[src/hdl/vlc_pkg.sv]
// vlc_pkg: widths, stage counts and shared types for vector_length_clamp_3d
// no dependencies
package vlc_pkg;

	localparam int COMP_W    = 16;
	localparam int FRAC_BITS = 8;
	localparam int SUM_W     = 2 * COMP_W;
	localparam int ROOT_W    = COMP_W;
	localparam int DIV_STEPS = COMP_W;
	localparam int NSTG      = 3 + ROOT_W + 1 + DIV_STEPS + 1;

	typedef enum logic [1:0] {
		FN_TRUNC = 2'd0,
		FN_NORM  = 2'd1,
		FN_MAG   = 2'd2,
		FN_RSVD  = 2'd3
	} func_t;

	typedef logic signed [COMP_W-1:0] comp_t;
	typedef logic [COMP_W-1:0] ucomp_t;

	typedef struct packed {
		logic [1:0] func;
		comp_t [2:0] c;
		ucomp_t ml;
	} side_t;

	typedef struct packed {
		logic [1:0] func;
		comp_t [2:0] c;
		ucomp_t len;
		logic clamp;
		logic zero;
	} tail_t;

endpackage

[src/hdl/vlc_divider.sv]
// vlc_divider: pipelined restoring divider, one quotient bit per stage
// depends on vlc_pkg; quotient must fit in DIV_STEPS bits
module vlc_divider (
	input  logic clk,
	input  logic adv,
	input  logic [vlc_pkg::SUM_W-1:0] dividend,
	input  logic [vlc_pkg::ROOT_W-1:0] divisor,
	output logic [vlc_pkg::DIV_STEPS-1:0] quotient
);
	import vlc_pkg::*;

	logic [SUM_W-1:0] rem_s [DIV_STEPS+1];
	logic [ROOT_W-1:0] den_s [DIV_STEPS+1];
	logic [DIV_STEPS-1:0] q_s [DIV_STEPS+1];

	assign rem_s[0] = dividend;
	assign den_s[0] = divisor;
	assign q_s[0] = '0;

	for (genvar k = 1; k <= DIV_STEPS; k++) begin : g_step
		localparam int B = DIV_STEPS - k;
		logic [SUM_W-1:0] t;
		logic ge;
		assign t = {{(SUM_W-ROOT_W){1'b0}}, den_s[k-1]} << B;
		assign ge = rem_s[k-1] >= t;
		always_ff @(posedge clk) begin
			if (adv) begin
				rem_s[k] <= ge ? rem_s[k-1] - t : rem_s[k-1];
				den_s[k] <= den_s[k-1];
				q_s[k] <= q_s[k-1] | ({{(DIV_STEPS-1){1'b0}}, ge} << B);
			end
		end
	end

	assign quotient = q_s[DIV_STEPS];

endmodule

[config.mk]
export PLATFORM = sky130hd
export DESIGN_NAME = vlc_divider
export DESIGN_NICKNAME = d
export VERILOG_FILES = /design/src/hdl/vlc_pkg.sv /design/src/hdl/vlc_divider.sv
export SDC_FILE = /design/constraint.sdc
export NUM_CORES = 1
export LEC_CHECK = 0
export BUFFER_PORTS_ARGS = -buffer_cell sky130_fd_sc_hd__buf_2
export CAP_MARGIN = 5
export CORE_ASPECT_RATIO = 1.1
export CORE_UTILIZATION = 40
export DETAILED_ROUTE_END_ITERATION = 16
export HOLD_SLACK_MARGIN = 0.15
export PLACE_DENSITY_LB_ADDON = 0.2
export SYNTH_ARGS = -nofsm -noshare
export SYNTH_HDL_FRONTEND = slang
export SYNTH_SLANG_ARGS = --single-unit
export TNS_END_PERCENT = 5
[constraint.sdc]
create_clock -name clk -period 3.9 [get_ports clk]
set_input_delay 1.17 -clock clk [delete_from_list [all_inputs] [get_ports clk]]
set_output_delay 1.17 -clock clk [all_outputs]
set_load 0.01 [all_outputs]
# Word-level counts from Yosys, hierarchy flattened
# Cells that the tools add are included.
[classes] n_mux=15 add_sub_neg=15 order_cmp=16 bitwise_logic=15
[op_table] cell="$mux 32" n=15
[op_table] cell="$ge 32x16->1" n=1
[op_table] cell="$ge 32x17->1" n=1
[op_table] cell="$ge 32x18->1" n=1
[op_table] cell="$ge 32x19->1" n=1
[op_table] cell="$ge 32x20->1" n=1
[op_table] cell="$ge 32x21->1" n=1
[op_table] cell="$ge 32x22->1" n=1
[op_table] cell="$ge 32x23->1" n=1
[op_table] cell="$ge 32x24->1" n=1
[op_table] cell="$ge 32x25->1" n=1
[op_table] cell="$ge 32x26->1" n=1
[op_table] cell="$ge 32x27->1" n=1
[op_table] cell="$ge 32x28->1" n=1
[op_table] cell="$ge 32x29->1" n=1
[op_table] cell="$ge 32x30->1" n=1
[op_table] cell="$ge 32x31->1" n=1
[op_table] cell="$sub 32x17->32" n=1
[op_table] cell="$sub 32x18->32" n=1
[op_table] cell="$sub 32x19->32" n=1
[op_table] cell="$sub 32x20->32" n=1
[op_table] cell="$sub 32x21->32" n=1
[op_table] cell="$sub 32x22->32" n=1
[op_table] cell="$sub 32x23->32" n=1
[op_table] cell="other kinds (23)" n=23
[word_totals] ff_bits=961 out_inout_bits=16 elab_cells=107 in_bits=50

# Longest topological paths before layout
# Gate-level depths: netlist of the first run.
[depth] word_depth=2 ltp_mapped=14 mapped_depth_nobuf=12

# Worst setup path before layout of the first run
# Ideal clock, no wire load.
[synth_path] kind="input -> register" startpoint="in divisor[8] (netlist bit)" endpoint="reg rem_s[508] (netlist bit) (data pin)" cell_stages=10 n_path_buf=1 arrival_ns=3.066 setup_time_ns=0.269 t_required_ns=3.631 path_slack_ns=0.565 path_cell_list="inv_1 ha_1 a21o_1 a2111oi_0 o21ai_0 o21a_1 o21a_1 o21ai_1 clkbuf_1 o21ai_0"
[synth_between] elab_chain_cells=2 word_cells_on_any_way=3 cone_classes="add/sub: 1; order compare: 1; mux: 1"
[synth_lines] element="start: declaration" line="vlc_divider.sv:7" rtl="input logic [vlc_pkg::ROOT_W-1:0] divisor,"
[synth_lines] element="$sub 32x31->32 / $ge 32x31->1 (equally long branches)" line="vlc_divider.sv:28, vlc_divider.sv:25"
[synth_lines] element="$mux 32 (*)" line="vlc_divider.sv:28" rtl="rem_s[k] <= ge ? rem_s[k-1] - t : rem_s[k-1];"
[synth_lines] element="end signal: indexed assignment" line="vlc_divider.sv:28"
[synth_lines] element="end: declaration" line="vlc_divider.sv:12" rtl="logic [SUM_W-1:0] rem_s [DIV_STEPS+1];"
# Every way passes the cells marked *; elsewhere a longest branch is shown, timed or not.
# A chain may end at the register's enable or synchronous reset.

# Worst setup path after layout of the first run
[layout_path] startpoint="reg den_s[128] (netlist bit)" endpoint="reg rem_s[253] (netlist bit) (data pin)"
[layout_between] elab_chain_cells=2 word_cells_on_any_way=3 cone_classes="add/sub: 1; order compare: 1; mux: 1"
[layout_lines] element="start: declaration" line="vlc_divider.sv:13" rtl="logic [ROOT_W-1:0] den_s [DIV_STEPS+1];"
[layout_lines] element="start signal: indexed assignment" line="vlc_divider.sv:29" rtl="den_s[k] <= den_s[k-1];"
[layout_lines] element="$sub 32x23->32 / $ge 32x23->1 (equally long branches)" line="vlc_divider.sv:28, vlc_divider.sv:25"
[layout_lines] element="$mux 32 (*)" line="vlc_divider.sv:28"
# Marks and branches as above.

==> results of run 1 <==
-- worst register-to-register path, delay by kind of cell, from the launching register on --
kind                       cells  cell delay (ns)
AOI/OAI and AO/OA              4             1.15
xor gates and xnor gates       1             0.06
adders and majority gates      2             0.64
buffers and inverters          1             0.22
DFF                            1             0.39
and+or+nand+nor                3             0.90
-- power groups by stage --
| stage | Sequential (mW) | Clock [mW] | Combinational [mW] |
|---|---|---|---|
| CTS | 13.8 | 8.97 | 10.8 |
| floorplan | 13.6 | 0 | 8.27 |
| finish | 13.8 | 8.71 | 10.8 |
| global route | 14.0 | 9.31 | 12.1 |
| global placement | 13.9 | 0 | 10.6 |
| detailed placement | 14.0 | 0 | 10.8 |
-- stage by stage --
| step | hold slack, ns | total power [mW] | setup WS (ns) |
|---|---|---|---|
| 2_1_floorplan | 0.4003 | 21.89 | 0.5648 |
| 5_1_grt | 0.4051 | 35.42 | 0.04103 |
| 3_5_place_dp | 0.4045 | 24.73 | 0.1203 |
| 4_1_cts | 0.3929 | 33.58 | 0.2548 |
| 3_3_place_gp | 0.4012 | 24.55 | 0.1294 |
| 6_report | 0.4011 | 33.32 | 0.2753 |
-- flip-flops by register name (all words and copies together), names as in the netlist --
| signal | cells |
|---|---|
| den_s | 240 |
| q_s | 120 |
| quotient | 16 |
| rem_s | 480 |
-- synth_stat cells (all sizes together), types with 28 or more instances --
| library cell | number | area, µm² |
|---|---|---|
| a211oi | 29 | 222.7 |
| a21o | 69 | 518.0 |
| a21oi | 242 | 1211 |
| buf | 30 | 208.9 |
| clkbuf | 58 | 217.7 |
| edfxtp | 856 | 25700 |
| ha | 256 | 3203 |
| inv | 336 | 1261 |
| mux2 | 53 | 604.3 |
| nand2 | 249 | 934.7 |
| nand2b | 37 | 231.5 |
| nand3 | 48 | 240.2 |
| nand4 | 40 | 250.2 |
| nor2 | 225 | 844.6 |
| nor2b | 38 | 237.7 |
| nor3 | 84 | 420.4 |
| nor4 | 63 | 394.1 |
| o21a | 44 | 330.3 |
| o21ai | 219 | 1096 |
| o31ai | 28 | 210.2 |
| or3 | 37 | 231.5 |
| xnor2 | 140 | 1226 |
| xor2 | 152 | 1331 |
-- area by class of cell --
type,instances,area (µm²),area share
clock buffers,108,2405,0.04856
well taps,1419,1775,0.03585
clock inverters,61,656.9,0.01326
inverters,336,1261,0.02547
flip-flops and latches,856,25700,0.5190
multi-input cells,2385,16590,0.3349
repair buffers,145,1136,0.02294
-- worst paths after layout --
check | from | end
max | den_s[128]$_DFFE_PP_ | rem_s[253]$_DFFE_PP_
min | q_s[141]$_DFFE_PP_ | q_s[125]$_DFFE_PP_
max reg2reg | den_s[128]$_DFFE_PP_ | rem_s[253]$_DFFE_PP_
min reg2reg | q_s[141]$_DFFE_PP_ | q_s[125]$_DFFE_PP_
-- per-layer routing --
layer  up-vias  global-route usage  share of wire
met3       257             0.02263          0.026
met2       411              0.3163           0.57
met1     12908              0.1271           0.34
met4         0             0.08883          0.059
met5         -                   0              0
li1      13860                   -              -
-- logic make-up (layout without fill, tap and decap cells) --
group / after synthesis / in the layout / synth area share
flip-flops: 856 / 856 / 0.5850
AO/OA/AOI/OAI: 814 / 814 / 0.1157
multiplexers: 59 / 59 / 0.01512
adder cells (fa/ha/maj): 271 / 271 / 0.07973
buffers and inverters: 424 / 650 / 0.03841
XOR/XNOR: 292 / 292 / 0.05820
AND/OR/NAND/NOR: 949 / 949 / 0.1079
==> run_results.csv, run 1 <==
group,metric,value,unit
drt,wl,82.97,mm
logic_synthesis,synth_seq_cells,856,
timing,slew_headroom,0.4491,
setup_path,reg2reg_depth,11,
status,status,"completed",
setup_path,cp_top_family,"compound AO/OA/AOI/OAI gates",
finish,final_cells,5310,
power_and_ir_drop,pwr-share-seq,0.414,
clock_network,postCtsSetupBuffers,0,
finish,layout-drive-gt1-share,0.09818,
logic_synthesis,synth_edf_count,856,
setup_path,criticalPathCategory,"reg2reg",
grt,grtUsageTotal,0.1493,
drt,drtAntennaViolNets,0,
timing,finalMaxSlewViolations,0,
clock_network,cts.sinks,856,
timing,rsz0062_at_grt,"false",
timing,setup_viol,0,
floorplan,die_area,111200,µm²
power_and_ir_drop,sw_frac_of_total,0.3215,
logic_synthesis,netlist_area,43940,µm²
clock_network,cts_buffer_depth,3,
grt,grt_max_degree,117,
clock_network,cts_tree,"yes",
timing,hold_viol,0,
power_and_ir_drop,leakagePower,18.87,nW
floorplan,ios,66,
power_and_ir_drop,cellPowerDensity,672.7,nW/µm²
power_and_ir_drop,p_sw,10.71,mW
finish,final_common_cell,"edfxtp_1",
timing,period_needed,3.625,ns
timing,max_freq,275.9,MHz
timing,worst_pin_slew,0.8194,ns
grt,grt_pass1_wl,135.2,mm
drt,first_iter_violations,1158,
finish,layout_common_cells,"edfxtp_1 (856), inv_1 (336), ha_1 (256), nand2_1 (249), a21oi_1 (241)",
setup_path,crit_cells,11,
drt,wl_per_cell,15.62,µm
setup_path,worstPathMaxFanout,3,
logic_synthesis,async_flop_share,0,
clock_network,cts_buffers,94,
timing,min_period_over_period,0.9294,
setup_path,path_cells,"ha_1, fa_1, nor2b_1, o31a_1, o31ai_1, a2111oi_0, buf_4, o21a_1, or4b_2, nand3_1, xnor2_1",
floorplan,row_count,127,
power_and_ir_drop,p_int,22.61,mW
setup_path,cp_slowest_stage_delay,0.61,ns
logic_synthesis,synthCells,3665,
place,gp_congestion,0.8761,
power_and_ir_drop,power_frac_comb,0.324,
clock_network,htree_levels,3,
floorplan,start_util,0.4031,
grt,antenna_found_initial,0,
setup_path,cp_slowest_cell,"a2111oi_0",
drt,viasPerCell,5.167,
finish,diodes,0,
setup_path,cp-end-kind,"flip-flop",
finish,nets,4139,
logic_synthesis,ys_seq_area_frac,0.5850,
worst_hold_path,hold_path_class,"reg2reg",
power_and_ir_drop,irDropWorstVdd,364.3,µV
setup_path,setup.worst_path.start_class,"flip-flop",
power_and_ir_drop,p_clk_frac,0.261,
grt,globalRouteOverflowTotal,0,
finish,fillers,9976,
setup_path,crit_buf_inv,1,
drt,num_vias,27436,
place,dpl_cell_area,46460,µm²
setup_path,cp.arrival,4.03,ns
floorplan,fp.dieW,318.0,µm
drt,drc,0,
finish,final_util,0.4543,
setup_path,reg2reg_setup_slack,0.28,ns
drt,drt_first_pass_iters,5,
logic_synthesis,yosys_warnings,0,
timing,skew,0.02987,ns
run,maxCapViolCount,0,
setup_path,crit_required,4.30,ns
logic_synthesis,synth.distinct_cells,82,
clock_network,root_buffer,"clkbuf_16",
clock_network,clk_latency,0.67,ns
worst_hold_path,holdPathStages,0,
place,dp_cells,5141,
clock_network,cts_resized,0,
timing,fin_setup_tns,0,ns
clock_network,clk_pin_slew,0.06,ns
finish,layout-area-overhead-vs-synth,12.71,%
clock_network,cts_hold_buf,0,
floorplan,die_h,349.6,µm
logic_synthesis,synth_fp_nets,3986,
grt,grt_pass1_vias,28639,
floorplan,core_region_area,109000,µm²
finish,fin_area,49530,µm²
place,hpwl,62.18,mm
logic_synthesis,ys.flop_type,"edfxtp_1",
place,place.port_buffers,65,
logic_synthesis,avgSynthCellArea,11.99,µm²
(Power assumes the default switching activity.)
==> run 2: changes to the inputs <==
- CORE_MARGIN: unset -> 2
- RECOVER_POWER: unset -> 50
==> run_results.csv, run 2 (synthesis gave the netlist of run 1 again) <==
group,metric,value,unit
setup_path,cp-end-kind,"flip-flop",
drt,drtAntennaViolNets,0,
clock_network,cts_buffers,94,
finish,layout-area-overhead-vs-synth,12.13,%
drt,wl_per_cell,15.59,µm
setup_path,reg2reg_setup_slack,0.30,ns
drt,viasPerCell,5.160,
timing,setup_viol,0,
clock_network,cts.sinks,856,
finish,register_area,25700,µm²
clock_network,clk_pin_slew,0.06,ns
clock_network,clk_latency,0.66,ns
worst_hold_path,whs_endpoint,"q_s[123]$_DFFE_PP_",
place,dp_slack,0.1027,ns
setup_path,crit_top_cell,"buf_4",
setup_path,r2r-start,"den_s[192]$_DFFE_PP_",
timing,finalMaxSlewViolations,37,
worst_hold_path,hold_path_class,"reg2reg",
setup_path,cp.arrival,3.99,ns
finish,reg_top3,"rem_s (480), den_s (240), q_s (120)",
timing,worst_pin_slew,2.291,ns
floorplan,row_count,127,
drt,drc,0,
grt,globalRouteOverflowTotal,0,
power_and_ir_drop,leakagePower,18.70,nW
drt,num_vias,27403,
timing,rsz0062_at_grt,"false",
timing,slew_headroom,-0.5276,
clock_network,cts_hold_buf,0,
drt,drt_first_pass_iters,7,
place,gp_congestion,0.8858,
floorplan,die_h,351.6,µm
timing,period_needed,3.600,ns
clock_network,cts_tree,"yes",
worst_hold_path,holdPathStages,0,
finish,final_cells,5311,
finish,layout_common_cells,"edfxtp_1 (856), inv_1 (336), ha_1 (256), nand2_1 (249), a21oi_1 (241)",
setup_path,r2r-end,"rem_s[383]$_DFFE_PP_",
grt,antenna_found_initial,0,
power_and_ir_drop,cellPowerDensity,669.7,nW/µm²
floorplan,fp.dieW,320.0,µm
floorplan,die_area,112500,µm²
finish,largest-register,"rem_s",
place,hpwl,62.40,mm
timing,min_period_over_period,0.9230,
finish,layout-drive-gt1-share,0.08916,
timing,finalWorstSetupSlack,0.3003,ns
grt,grtUsageTotal,0.1487,
timing,skew,0.02238,ns
setup_path,cp_slowest_cell,"a2111oi_1",
finish,diodes,0,
finish,multi_input_area,16590,µm²
status,status,"complete, but fails checks",
clock_network,postCtsSetupBuffers,0,
finish,nets,4138,
drt,first_iter_violations,1042,
setup_path,path_cells,"ha_1, fa_1, nor2b_1, o31a_1, o21ai_0, a2111oi_1, buf_4, a21oi_1, a2111oi_0, buf_4, nor4_1, xor2_1",
timing,fin_setup_tns,0,ns
place,dp_cells,5140,
clock_network,cts_buffer_depth,3,
setup_path,worstPathMaxFanout,3,
power_and_ir_drop,irDropWorstVdd,350.2,µV
setup_path,reg2reg_depth,12,
setup_path,crit_buf_inv,2,
floorplan,core_region_area,109000,µm²
setup_path,crit_required,4.29,ns
setup_path,setup.worst_path.start_class,"flip-flop",
floorplan,start_util,0.4031,
finish,largest_reg_flops,480,
place,place.port_buffers,65,
floorplan,ios,66,
finish,fillers,9918,
run,maxCapViolCount,1,
finish,final_common_cell,"edfxtp_1",
drt,wl,82.83,mm
timing,max_freq,277.8,MHz
grt,grt_pass1_wl,136.1,mm
clock_network,htree_levels,3,
worst_hold_path,min_from,"q_s[139]$_DFFE_PP_",
grt,grt_max_degree,142,
timing,hold_viol,0,
setup_path,criticalPathCategory,"reg2reg",
clock_network,root_buffer,"clkbuf_16",
grt,grt_pass1_vias,28836,
status,violations,"capacitance limit, slew limit",
setup_path,cp_slowest_stage_delay,0.56,ns
setup_path,cp_top_family,"compound AO/OA/AOI/OAI gates",
## run 2: cell types whose count changed in the layout (fill, tap and decap cells not counted), sizes merged
cell and delta:
buf -35, clkinvlp -1, clkbuf +45, inv +1, clkinv -5, bufinv -4
## run 2: timing repair
| action | CTS | global route |
|---|---|---|
| hold endpoints to repair | 0 | 0 |
| gates resized for setup | 0 | 1 |
| endpoints found under the setup margin | 0 | 3 |
## run 2: final cells by class
type / count / area share
Sequential cell: 856 / 0.5217
Multi-Input combinational cell: 2385 / 0.3366
Clock buffer: 119 / 0.05008
Tap cell: 1419 / 0.03603
Inverter: 336 / 0.02560
Timing Repair Buffer: 144 / 0.02042
Clock inverter: 52 / 0.009548
## run 2: layer usage
| layer | vias to the layer above | part of all wire | global-route usage |
|---|---|---|---|
| met5 | - | 0 | 0 |
| met4 | 0 | 0.064 | 0.09246 |
| met3 | 268 | 0.026 | 0.02222 |
| met2 | 433 | 0.57 | 0.3111 |
| met1 | 12856 | 0.34 | 0.1288 |
| li1 | 13846 | - | - |
## run 2: report_power, final
group          internal [mW]  total, mW  switching [mW]
clock network           4.88       8.40            3.52
registers               12.7       13.8            1.09
logic                   4.77       10.8            6.01
## run 2: worst max-delay path by stage
stage	from	to	depth (start not counted)
floorplan	divisor[8]	rem_s[508]$_DFFE_PP_	10
global placement	dividend[15]	rem_s[511]$_DFFE_PP_	12
detailed placement	dividend[15]	rem_s[511]$_DFFE_PP_	12
CTS	den_s[192]$_DFFE_PP_	rem_s[383]$_DFFE_PP_	12
global route	adv	rem_s[53]$_DFFE_PP_	2
finish	den_s[192]$_DFFE_PP_	rem_s[383]$_DFFE_PP_	12
## run 2: per-stage QoR
stage                     area, µm²  power [mW]  hold WS, ns    util
after CTS                     49380       33.28       0.4159  0.4530
after global routing          49270       35.15       0.4222  0.4520
final                         49270       33.00       0.4157  0.4520
after floorplan               43940       21.89       0.4003       -
after detailed placement      46440       24.72       0.4045  0.4261
after global placement        46440       24.54       0.4018  0.4261
